### src/rtl/core/escaped_frame_receiver_top_macros.svh
// ---------------------------------------------------------------------------
// Escaped frame receiver assertion macros
// Shared concurrent assertion forms, clocked on clk and disabled in reset.
// ---------------------------------------------------------------------------
`ifndef ESCAPED_FRAME_RECEIVER_TOP_MACROS_SVH
`define ESCAPED_FRAME_RECEIVER_TOP_MACROS_SVH

// Same-cycle implication.
`define EFR_ASSERT_IMP(lbl, ante, cons) \
	lbl: assert property (@(posedge clk) disable iff (!arst_n) (ante) |-> (cons)) \
		else $error("efr assertion failed");

// Next-cycle implication.
`define EFR_ASSERT_NXT(lbl, ante, cons) \
	lbl: assert property (@(posedge clk) disable iff (!arst_n) (ante) |=> (cons)) \
		else $error("efr assertion failed");

`endif

### src/rtl/core/efr_pkg.sv
// ---------------------------------------------------------------------------
// Escaped frame receiver package
// Types, register map and reset values shared by the receiver modules.
// ---------------------------------------------------------------------------
package efr_pkg;

	localparam int unsigned CfgAddrWidth = 5;
	localparam int unsigned CfgDataWidth = 32;

	typedef enum logic [2:0] {
		REG_START_BYTE     = 3'd0,
		REG_END_BYTE       = 3'd1,
		REG_ESCAPE_BYTE    = 3'd2,
		REG_ESC_START_CODE = 3'd3,
		REG_ESC_END_CODE   = 3'd4,
		REG_ESC_ESC_CODE   = 3'd5,
		REG_PACKET_TYPE    = 3'd6,
		REG_PAYLOAD_LENGTH = 3'd7
	} reg_index_t;

	localparam logic [7:0] START_BYTE_RST     = 8'd192;
	localparam logic [7:0] END_BYTE_RST       = 8'd193;
	localparam logic [7:0] ESCAPE_BYTE_RST    = 8'd219;
	localparam logic [7:0] ESC_START_CODE_RST = 8'd220;
	localparam logic [7:0] ESC_END_CODE_RST   = 8'd221;
	localparam logic [7:0] ESC_ESC_CODE_RST   = 8'd222;
	localparam logic [7:0] PACKET_TYPE_RST    = 8'd1;
	localparam logic [7:0] PAYLOAD_LENGTH_RST = 8'd64;

	typedef enum logic {
		OP_BYTE    = 1'b0,
		OP_RELEASE = 1'b1
	} op_t;

	typedef enum logic [1:0] {
		ST_IDLE      = 2'd0,
		ST_RECEIVING = 2'd1,
		ST_COMPLETE  = 2'd2
	} status_t;

	typedef struct packed {
		logic [7:0] start_byte;
		logic [7:0] end_byte;
		logic [7:0] escape_byte;
		logic [7:0] escaped_start_code;
		logic [7:0] escaped_end_code;
		logic [7:0] escaped_escape_code;
		logic [7:0] packet_type;
		logic [7:0] payload_length;
	} cfg_t;

	typedef struct packed {
		logic       write_valid;
		logic [7:0] write_offset;
		logic [7:0] write_data;
		status_t    frame_status;
	} result_t;

endpackage

### src/rtl/core/efr_cfg_regs.sv
// ---------------------------------------------------------------------------
// Escaped frame receiver configuration registers
// APB-style register file holding the framing bytes, type and length.
// ---------------------------------------------------------------------------
module efr_cfg_regs (
	input  logic                                clk,
	input  logic                                arst_n,
	input  logic                                psel,
	input  logic                                penable,
	input  logic                                pwrite,
	input  logic [efr_pkg::CfgAddrWidth-1:0]    paddr,
	input  logic [efr_pkg::CfgDataWidth-1:0]    pwdata,
	output logic [efr_pkg::CfgDataWidth-1:0]    prdata,
	output logic                                pready,
	output efr_pkg::cfg_t                       cfg
);
	import efr_pkg::*;

	cfg_t       cfg_q;
	reg_index_t sel;
	logic       wr_en;
	logic [7:0] rd_byte;

	assign sel    = reg_index_t'(paddr[CfgAddrWidth-1:2]);
	assign wr_en  = psel & penable & pwrite & pready;
	assign pready = 1'b1;
	assign cfg    = cfg_q;

	always_ff @(posedge clk or negedge arst_n) begin
		if (!arst_n) begin
			cfg_q.start_byte          <= START_BYTE_RST;
			cfg_q.end_byte            <= END_BYTE_RST;
			cfg_q.escape_byte         <= ESCAPE_BYTE_RST;
			cfg_q.escaped_start_code  <= ESC_START_CODE_RST;
			cfg_q.escaped_end_code    <= ESC_END_CODE_RST;
			cfg_q.escaped_escape_code <= ESC_ESC_CODE_RST;
			cfg_q.packet_type         <= PACKET_TYPE_RST;
			cfg_q.payload_length      <= PAYLOAD_LENGTH_RST;
		end else if (wr_en) begin
			unique case (sel)
				REG_START_BYTE:     cfg_q.start_byte          <= pwdata[7:0];
				REG_END_BYTE:       cfg_q.end_byte            <= pwdata[7:0];
				REG_ESCAPE_BYTE:    cfg_q.escape_byte         <= pwdata[7:0];
				REG_ESC_START_CODE: cfg_q.escaped_start_code  <= pwdata[7:0];
				REG_ESC_END_CODE:   cfg_q.escaped_end_code    <= pwdata[7:0];
				REG_ESC_ESC_CODE:   cfg_q.escaped_escape_code <= pwdata[7:0];
				REG_PACKET_TYPE:    cfg_q.packet_type         <= pwdata[7:0];
				REG_PAYLOAD_LENGTH: cfg_q.payload_length      <= pwdata[7:0];
				default:            cfg_q.start_byte          <= cfg_q.start_byte;
			endcase
		end
	end

	always_comb begin
		unique case (sel)
			REG_START_BYTE:     rd_byte = cfg_q.start_byte;
			REG_END_BYTE:       rd_byte = cfg_q.end_byte;
			REG_ESCAPE_BYTE:    rd_byte = cfg_q.escape_byte;
			REG_ESC_START_CODE: rd_byte = cfg_q.escaped_start_code;
			REG_ESC_END_CODE:   rd_byte = cfg_q.escaped_end_code;
			REG_ESC_ESC_CODE:   rd_byte = cfg_q.escaped_escape_code;
			REG_PACKET_TYPE:    rd_byte = cfg_q.packet_type;
			REG_PAYLOAD_LENGTH: rd_byte = cfg_q.payload_length;
			default:            rd_byte = 8'd0;
		endcase
	end

	assign prdata = {{(CfgDataWidth-8){1'b0}}, rd_byte};

endmodule

### src/rtl/core/efr_deframe.sv
// ---------------------------------------------------------------------------
// Escaped frame receiver deframing core
// Frame state registers and the per-byte decode of start, end and escapes.
// ---------------------------------------------------------------------------
`include "escaped_frame_receiver_top_macros.svh"

module efr_deframe (
	input  logic             clk,
	input  logic             arst_n,
	input  efr_pkg::cfg_t    cfg,
	input  logic             step,
	input  efr_pkg::op_t     operation,
	input  logic [7:0]       rx_byte,
	output efr_pkg::result_t result
);
	import efr_pkg::*;

	status_t    status_q;
	status_t    status_d;
	logic [7:0] position_q;
	logic [7:0] position_d;
	logic       escape_q;
	logic       escape_d;
	logic [8:0] size_sum;
	logic [7:0] frame_size;
	logic [7:0] data_b;
	logic       code_ok;

	assign size_sum   = {1'b0, cfg.payload_length} + 9'd1;
	assign frame_size = size_sum[8] ? 8'hFF : size_sum[7:0];

	always_comb begin
		code_ok = 1'b1;
		priority if (!escape_q) begin
			data_b = rx_byte;
		end else if (rx_byte == cfg.escaped_start_code) begin
			data_b = cfg.start_byte;
		end else if (rx_byte == cfg.escaped_end_code) begin
			data_b = cfg.end_byte;
		end else if (rx_byte == cfg.escaped_escape_code) begin
			data_b = cfg.escape_byte;
		end else begin
			data_b  = rx_byte;
			code_ok = 1'b0;
		end
	end

	always_comb begin
		status_d   = status_q;
		position_d = position_q;
		escape_d   = escape_q;
		result     = '0;
		if (step) begin
			unique case (operation)
				OP_RELEASE: begin
					if (status_q == ST_COMPLETE) begin
						status_d = ST_IDLE;
					end
				end
				OP_BYTE: begin
					if (status_q != ST_COMPLETE) begin
						priority if (rx_byte == cfg.start_byte) begin
							status_d   = ST_RECEIVING;
							position_d = 8'd0;
							escape_d   = 1'b0;
						end else if (rx_byte == cfg.end_byte) begin
							status_d = (position_q == frame_size) ? ST_COMPLETE : ST_IDLE;
						end else if (rx_byte == cfg.escape_byte) begin
							escape_d = 1'b1;
						end else if (position_q >= frame_size) begin
							status_d = ST_IDLE;
						end else if (!code_ok) begin
							status_d = ST_IDLE;
							escape_d = 1'b0;
						end else begin
							escape_d = 1'b0;
							if (position_q == 8'd0) begin
								if (data_b != cfg.packet_type) begin
									status_d = ST_IDLE;
								end else begin
									position_d = position_q + 8'd1;
								end
							end else begin
								result.write_valid  = 1'b1;
								result.write_offset = position_q - 8'd1;
								result.write_data   = data_b;
								position_d          = position_q + 8'd1;
							end
						end
					end
				end
				default: status_d = status_q;
			endcase
		end
		result.frame_status = status_d;
	end

	always_ff @(posedge clk or negedge arst_n) begin
		if (!arst_n) begin
			status_q   <= ST_IDLE;
			position_q <= 8'd0;
			escape_q   <= 1'b0;
		end else begin
			status_q   <= status_d;
			position_q <= position_d;
			escape_q   <= escape_d;
		end
	end

	`EFR_ASSERT_IMP(a_write_needs_open_frame, step && result.write_valid,
		position_q != 8'd0 && status_q != ST_COMPLETE)
	`EFR_ASSERT_NXT(a_complete_frame_holds,
		step && operation == OP_BYTE && status_q == ST_COMPLETE,
		status_q == ST_COMPLETE && $stable(position_q) && $stable(escape_q))
	`EFR_ASSERT_NXT(a_start_byte_rewinds,
		step && operation == OP_BYTE && status_q != ST_COMPLETE && rx_byte == cfg.start_byte,
		position_q == 8'd0 && !escape_q && status_q == ST_RECEIVING)

endmodule

### src/rtl/core/escaped_frame_receiver_top.sv
// ---------------------------------------------------------------------------
// Escaped frame receiver
// Byte-stuffed packet deframer with stream input, stream output and APB port.
// ---------------------------------------------------------------------------
// The slave stream carries one item per transfer: a received line byte in
// tdata, or a release command when tuser is set. Every accepted item gives
// exactly one result transfer on the master stream, in order. The result says
// whether a payload byte was stored, its offset and unescaped value, and the
// frame status after the item.
// An accepted item sits in the input register, is decoded against the frame
// state there, and its result is then held in the output register, from which
// it shows on the master stream. One item is taken every cycle while the
// output side keeps up.
// When the master side stalls, the result stays put, the input register
// still holds one more item, and tready drops only when both are full.
// Reset clears the frame state to idle, empties both registers and loads the
// default framing bytes, type 1 and a payload length of 64. The user must
// write the APB port only while no item is in flight; no logic enforces it.
// ---------------------------------------------------------------------------
`include "escaped_frame_receiver_top_macros.svh"

module escaped_frame_receiver_top (
	input  logic                              clk,
	input  logic                              arst_n,
	input  logic                              psel,
	input  logic                              penable,
	input  logic                              pwrite,
	input  logic [efr_pkg::CfgAddrWidth-1:0]  paddr,
	input  logic [efr_pkg::CfgDataWidth-1:0]  pwdata,
	output logic [efr_pkg::CfgDataWidth-1:0]  prdata,
	output logic                              pready,
	input  logic                              s_axis_tvalid,
	output logic                              s_axis_tready,
	input  logic [7:0]                        s_axis_tdata,  // [7:0] rx_byte
	input  logic [0:0]                        s_axis_tuser,  // [0] operation
	output logic                              m_axis_tvalid,
	input  logic                              m_axis_tready,
	// [7:0] write_offset, [15:8] write_data, [17:16] frame_status, rest zero
	output logic [23:0]                       m_axis_tdata,
	output logic [0:0]                        m_axis_tuser   // [0] write_valid
);
	import efr_pkg::*;

	cfg_t       cfg;
	logic       valid_s1;
	op_t        op_s1;
	logic [7:0] byte_s1;
	logic       advance;
	logic       step;
	result_t    result;
	logic       out_valid_q;
	result_t    out_q;

	efr_cfg_regs u_cfg_regs (
		.clk     (clk),
		.arst_n  (arst_n),
		.psel    (psel),
		.penable (penable),
		.pwrite  (pwrite),
		.paddr   (paddr),
		.pwdata  (pwdata),
		.prdata  (prdata),
		.pready  (pready),
		.cfg     (cfg)
	);

	assign advance       = !out_valid_q || m_axis_tready;
	assign step          = valid_s1 && advance;
	assign s_axis_tready = !valid_s1 || advance;

	always_ff @(posedge clk or negedge arst_n) begin
		if (!arst_n) begin
			valid_s1 <= 1'b0;
		end else if (s_axis_tready) begin
			valid_s1 <= s_axis_tvalid;
		end
	end

	always_ff @(posedge clk) begin
		if (s_axis_tvalid && s_axis_tready) begin
			op_s1   <= op_t'(s_axis_tuser[0]);
			byte_s1 <= s_axis_tdata;
		end
	end

	efr_deframe u_deframe (
		.clk       (clk),
		.arst_n    (arst_n),
		.cfg       (cfg),
		.step      (step),
		.operation (op_s1),
		.rx_byte   (byte_s1),
		.result    (result)
	);

	always_ff @(posedge clk or negedge arst_n) begin
		if (!arst_n) begin
			out_valid_q <= 1'b0;
		end else if (advance) begin
			out_valid_q <= valid_s1;
		end
	end

	always_ff @(posedge clk) begin
		if (step) begin
			out_q <= result;
		end
	end

	assign m_axis_tvalid = out_valid_q;
	assign m_axis_tuser  = out_q.write_valid;
	assign m_axis_tdata  = {6'd0, out_q.frame_status, out_q.write_data, out_q.write_offset};

	`EFR_ASSERT_NXT(a_stalled_input_kept, valid_s1 && !advance, valid_s1)
	`EFR_ASSERT_IMP(a_ready_low_only_when_full, !s_axis_tready, valid_s1 && out_valid_q)
	`EFR_ASSERT_IMP(a_no_write_zero_fields, out_valid_q && !out_q.write_valid,
		out_q.write_offset == 8'd0 && out_q.write_data == 8'd0)

endmodule

### config.mk
export PLATFORM = sky130hd
export DESIGN_NAME = escaped_frame_receiver_top
export DESIGN_NICKNAME = d
export VERILOG_FILES = /design/src/rtl/core/efr_pkg.sv /design/src/rtl/core/efr_cfg_regs.sv /design/src/rtl/core/efr_deframe.sv /design/src/rtl/core/escaped_frame_receiver_top.sv
export VERILOG_INCLUDE_DIRS = /design/src /design/src/rtl/core
export SDC_FILE = /design/constraint.sdc
export NUM_CORES = 1
export LEC_CHECK = 0
export ABC_CLOCK_PERIOD_IN_PS = 3180
export BUFFER_PORTS_ARGS = -buffer_cell sky130_fd_sc_hd__buf_2
export CAP_MARGIN = 20
export CORE_ASPECT_RATIO = 0.75
export CORE_UTILIZATION = 52
export CTS_CLUSTER_DIAMETER = 40
export DETAILED_ROUTE_END_ITERATION = 8
export GPL_TIMING_DRIVEN = 0
export PLACE_DENSITY = 0.77
export SETUP_SLACK_MARGIN = 0.15
export SLEW_MARGIN = 15
export SYNTH_ARGS = -nofsm -noshare
export SYNTH_HDL_FRONTEND = slang
export SYNTH_HIERARCHICAL = 1
export SYNTH_SLANG_ARGS = --single-unit
### constraint.sdc
create_clock -name clk -period 3.18 [get_ports clk]
set_input_delay 0.954 -clock clk [delete_from_list [all_inputs] [get_ports clk]]
set_output_delay 0.954 -clock clk [all_outputs]
set_load 0.1 [all_outputs]
==> run_results.csv <==
group,metric,value,unit
timing,slew_headroom,0.431,
floorplan,initial_core_util,0.534,
worst_setup_path,start_kind,"flop",
place,dp.cells,920,
cts,cts.htree.levels,3,
global_routing,gr-usage-met1,0.431,
synth,ys_warn_count,6,
layout,drive_above_1_share,0.458,
drt,wl_per_cell,22.1,µm
timing,fmax,0.312,GHz
timing,fin_skew,0.00939,ns
global_routing,grt-ovfl-total,0,
layout,area_delta_synth_final,32.1,%
run_status,violations,"setup timing",
floorplan,rows,36,
worst_setup_path,cp-end-kind,"flop",
run_status,status,"finished, violations left",
cts,ctsHoldBuffers,0,
place,dp_slack,-0.893,ns
drt,firstDrtPassIters,5,
power,power.density,630,mW/mm²
cts,clk_pin_slew,0.08,ns
timing,finalCritPeriodShare,1.01,
synth,syn-cell-area,0.00698,mm²
global_routing,grt_pass1_wl,32100,µm
global_routing,antenna_found_initial,0,
job,max_cap_violations,0,
drt,drc_errors,0,
power,finalPower,5.81,mW
cts,cts_buffers,9,
synth,ys_seq_area_frac,0.402,
cts,clockRootBuffer,"clkbuf_16",
drt,via_per_inst,6.30,
place,gp_congestion,0.918,
layout,fillers,914,
hold_path,hp-class,"in -> async",
floorplan,die_width,136,µm
place,place_area,0.00774,mm²
synth,avgSynthCellArea,10.5,µm²
floorplan,design.core.area,0.0131,mm²
floorplan,dieArea,0.0139,mm²
worst_setup_path,cp_max_fo,6,
global_routing,grt_usage,0.312,
global_routing,grt.met3_usage,0.0575,
global_routing,grtUsageMet2,0.493,
global_routing,top_usage_layer,"met2",
timing,final-setup-viol-count,4,
layout,final_cells,989,
drt,drt_iter0_drc,660,
cts,insertion_delay,0.36,ns
layout,fin_nets,878,
worst_setup_path,arrival,3.37,ns
layout,num_antenna_cells,0,
timing,drv_slew,0,
place,hpwl,14500,µm
synth,yosys_most_used_dff,"dfrtp_1",
cts,cts.path.max_buffers,2,
layout,final_area,0.00922,mm²
global_routing,grt_pass1_vias,5765,
place,port_buffers,53,
timing,tightest_slew,0.854,ns
cts,cts_tree,"done",
synth,synth-async-reset-ratio,0.733,
synth,syn_inst,667,
layout,fin_util,0.706,
synth,yosysUniqueCellTypes,68,
drt,routed_wl,21800,µm
layout,layout_commonest_cell,"buf_4",
cts,clock-sinks,105,
synth,synth.ff_latch_count,105,
timing,min_period,3.21,ns
synth,synth-edff-count,28,
floorplan,die_h,102,µm
floorplan,pin_count,113,
power,p_leak,3.79,nW
power,irDropWorstVdd,0.000361,V
drt,vias,6234,
timing,setup_slack,-0.0271,ns
worst_setup_path,required,3.34,ns
timing,rsz0062_at_grt,"yes",
timing,hold_violations,0,
global_routing,grt_start_max_net_pins,64,
worst_setup_path,critPathKind,"reg -> reg",
drt,ant_nets,0,
layout,layout_common_cells,"72 x buf_4, 56 x mux2_2, 45 x buf_2",
==> cell usage after synthesis (3+ instances only) <==
cell | count | area share
mux2_2 | 56 | 0.090
nor2_1 | 52 | 0.028
dfrtp_1 | 47 | 0.17
nand2_1 | 38 | 0.020
buf_4 | 34 | 0.037
xnor2_1 | 33 | 0.041
xor2_1 | 32 | 0.040
dfstp_2 | 30 | 0.11
edfxtp_1 | 28 | 0.12
mux2i_1 | 28 | 0.040
a21oi_1 | 21 | 0.015
buf_2 | 15 | 0.011
a211o_1 | 14 | 0.018
clkbuf_1 | 14 | 0.0075
o21ai_0 | 13 | 0.0093
ha_1 | 12 | 0.022
and2_1 | 11 | 0.0099
nand3_1 | 10 | 0.0072
inv_1 | 9 | 0.0048
nand2b_1 | 9 | 0.0081
nand3b_1 | 9 | 0.0097
nand4_1 | 9 | 0.0081
a311oi_1 | 8 | 0.010
a32oi_1 | 8 | 0.010
mux2_4 | 8 | 0.017
nor2_2 | 7 | 0.0063
o211ai_1 | 7 | 0.0075
a211oi_1 | 6 | 0.0065
nor3b_1 | 6 | 0.0065
o22a_1 | 6 | 0.0075
o22ai_1 | 6 | 0.0054
o21ai_1 | 5 | 0.0036
o221ai_1 | 5 | 0.0063
or4_1 | 5 | 0.0054
a31o_1 | 4 | 0.0050
nand4b_1 | 4 | 0.0050
nor2b_1 | 4 | 0.0036
nor3_1 | 4 | 0.0029
nor4_1 | 4 | 0.0036
nor4_2 | 4 | 0.0072
o311ai_0 | 4 | 0.0050
conb_1 | 3 | 0.0016
or3_1 | 3 | 0.0027
==> worst max-delay path: stages, from the launching register on <==
cell      delay, ns
dfrtp_2        0.44
ha_4           0.17
nand3_4        0.09
nor3_4         0.30
buf_6          0.15
buf_6          0.08
nor2_2         0.04
ha_2           0.16
a21o_1         0.15
a21o_1         0.19
a21oi_2        0.19
o211a_4        0.21
o31ai_4        0.09
nor2_4         0.10
nand3b_1       0.10
buf_6          0.15
buf_4          0.14
a311oi_4       0.24
==> sequential cells by signal (all words and copies together), names as in the netlist <==
register and count:
u_cfg_regs/cfg 64, m_axis_tdata 18, byte_s1 8, u_deframe/position_q 8, u_deframe/status_q 2, m_axis_tuser 1
m_axis_tvalid 1, op_s1 1, u_deframe/escape_q 1, valid_s1 1
==> power breakdown <==
group	total (mW)	switching [mW]	internal, mW
clock	1.20	0.563	0.638
combinational	2.54	1.49	1.04
sequential	2.07	0.378	1.69
==> area by class of cell <==
class,instances,area [µm²],share of cell area
well taps,171,214,0.0232
inverters,10,37.5,0.00407
clock inverters,7,95.1,0.0103
multi-input cells,514,4330,0.470
clock buffers,9,225,0.0244
repair buffers,107,901,0.0977
flip-flops and latches,105,2810,0.305
plain buffers,66,604,0.0655
==> metal layers <==
metal | part of all wire | vias up | wire, µm
met5 | 0 | - | 0
met4 | 0.031 | 0 | 671
met3 | 0.087 | 76 | 1910
met2 | 0.47 | 415 | 10200
met1 | 0.41 | 3066 | 9060
li1 | - | 2677 | -
==> cells by family (layout without fill, tap and decap cells) <==
| group | after synthesis | in the layout | share of synthesized area |
|---|---|---|---|
| XOR/XNOR | 65 | 65 | 0.0816 |
| buffers and inverters | 76 | 199 | 0.0640 |
| multiplexers | 92 | 92 | 0.148 |
| other | 3 | 31 | 0.00161 |
| AND/OR/NAND/NOR | 189 | 189 | 0.151 |
| flip-flops | 105 | 105 | 0.402 |
| adder cells (fa/ha/maj) | 12 | 12 | 0.0215 |
| AO/OA/AOI/OAI | 125 | 125 | 0.131 |
==> final timing paths <==
path,startpoint,depth (start not counted),slack (ns),to
setup / recovery,u_cfg_regs/cfg[0],17,-0.03,m_axis_tdata[10]
hold / removal,arst_n,1,0.45,u_cfg_regs/cfg[10]
setup reg to reg,u_cfg_regs/cfg[0],17,-0.03,m_axis_tdata[10]
hold reg to reg,valid_s1,1,0.57,m_axis_tvalid
max in group asynchronous,arst_n,2,2.08,u_cfg_regs/cfg[30]
min in group clk,valid_s1,1,0.57,m_axis_tvalid
==> stage by stage <==
step / TNS [ns] / hold slack, ns
5_1_grt: -2.51 / 0.469
2_1_floorplan: 0 / 0.506
3_5_place_dp: -17.50 / 0.539
6_report: -0.0681 / 0.454
4_1_cts: 0 / 0.462
3_3_place_gp: -18.87 / 0.527
==> timing repair <==
action / in CTS / in global routing
setup buffers: 38 / 13
resized for setup: 99 / 70
cloned: 1 / 1
pin swaps: 39 / 34
endpoints found under the setup margin: 37 / 37
Note: power is estimated with default switching activity, not from simulation.
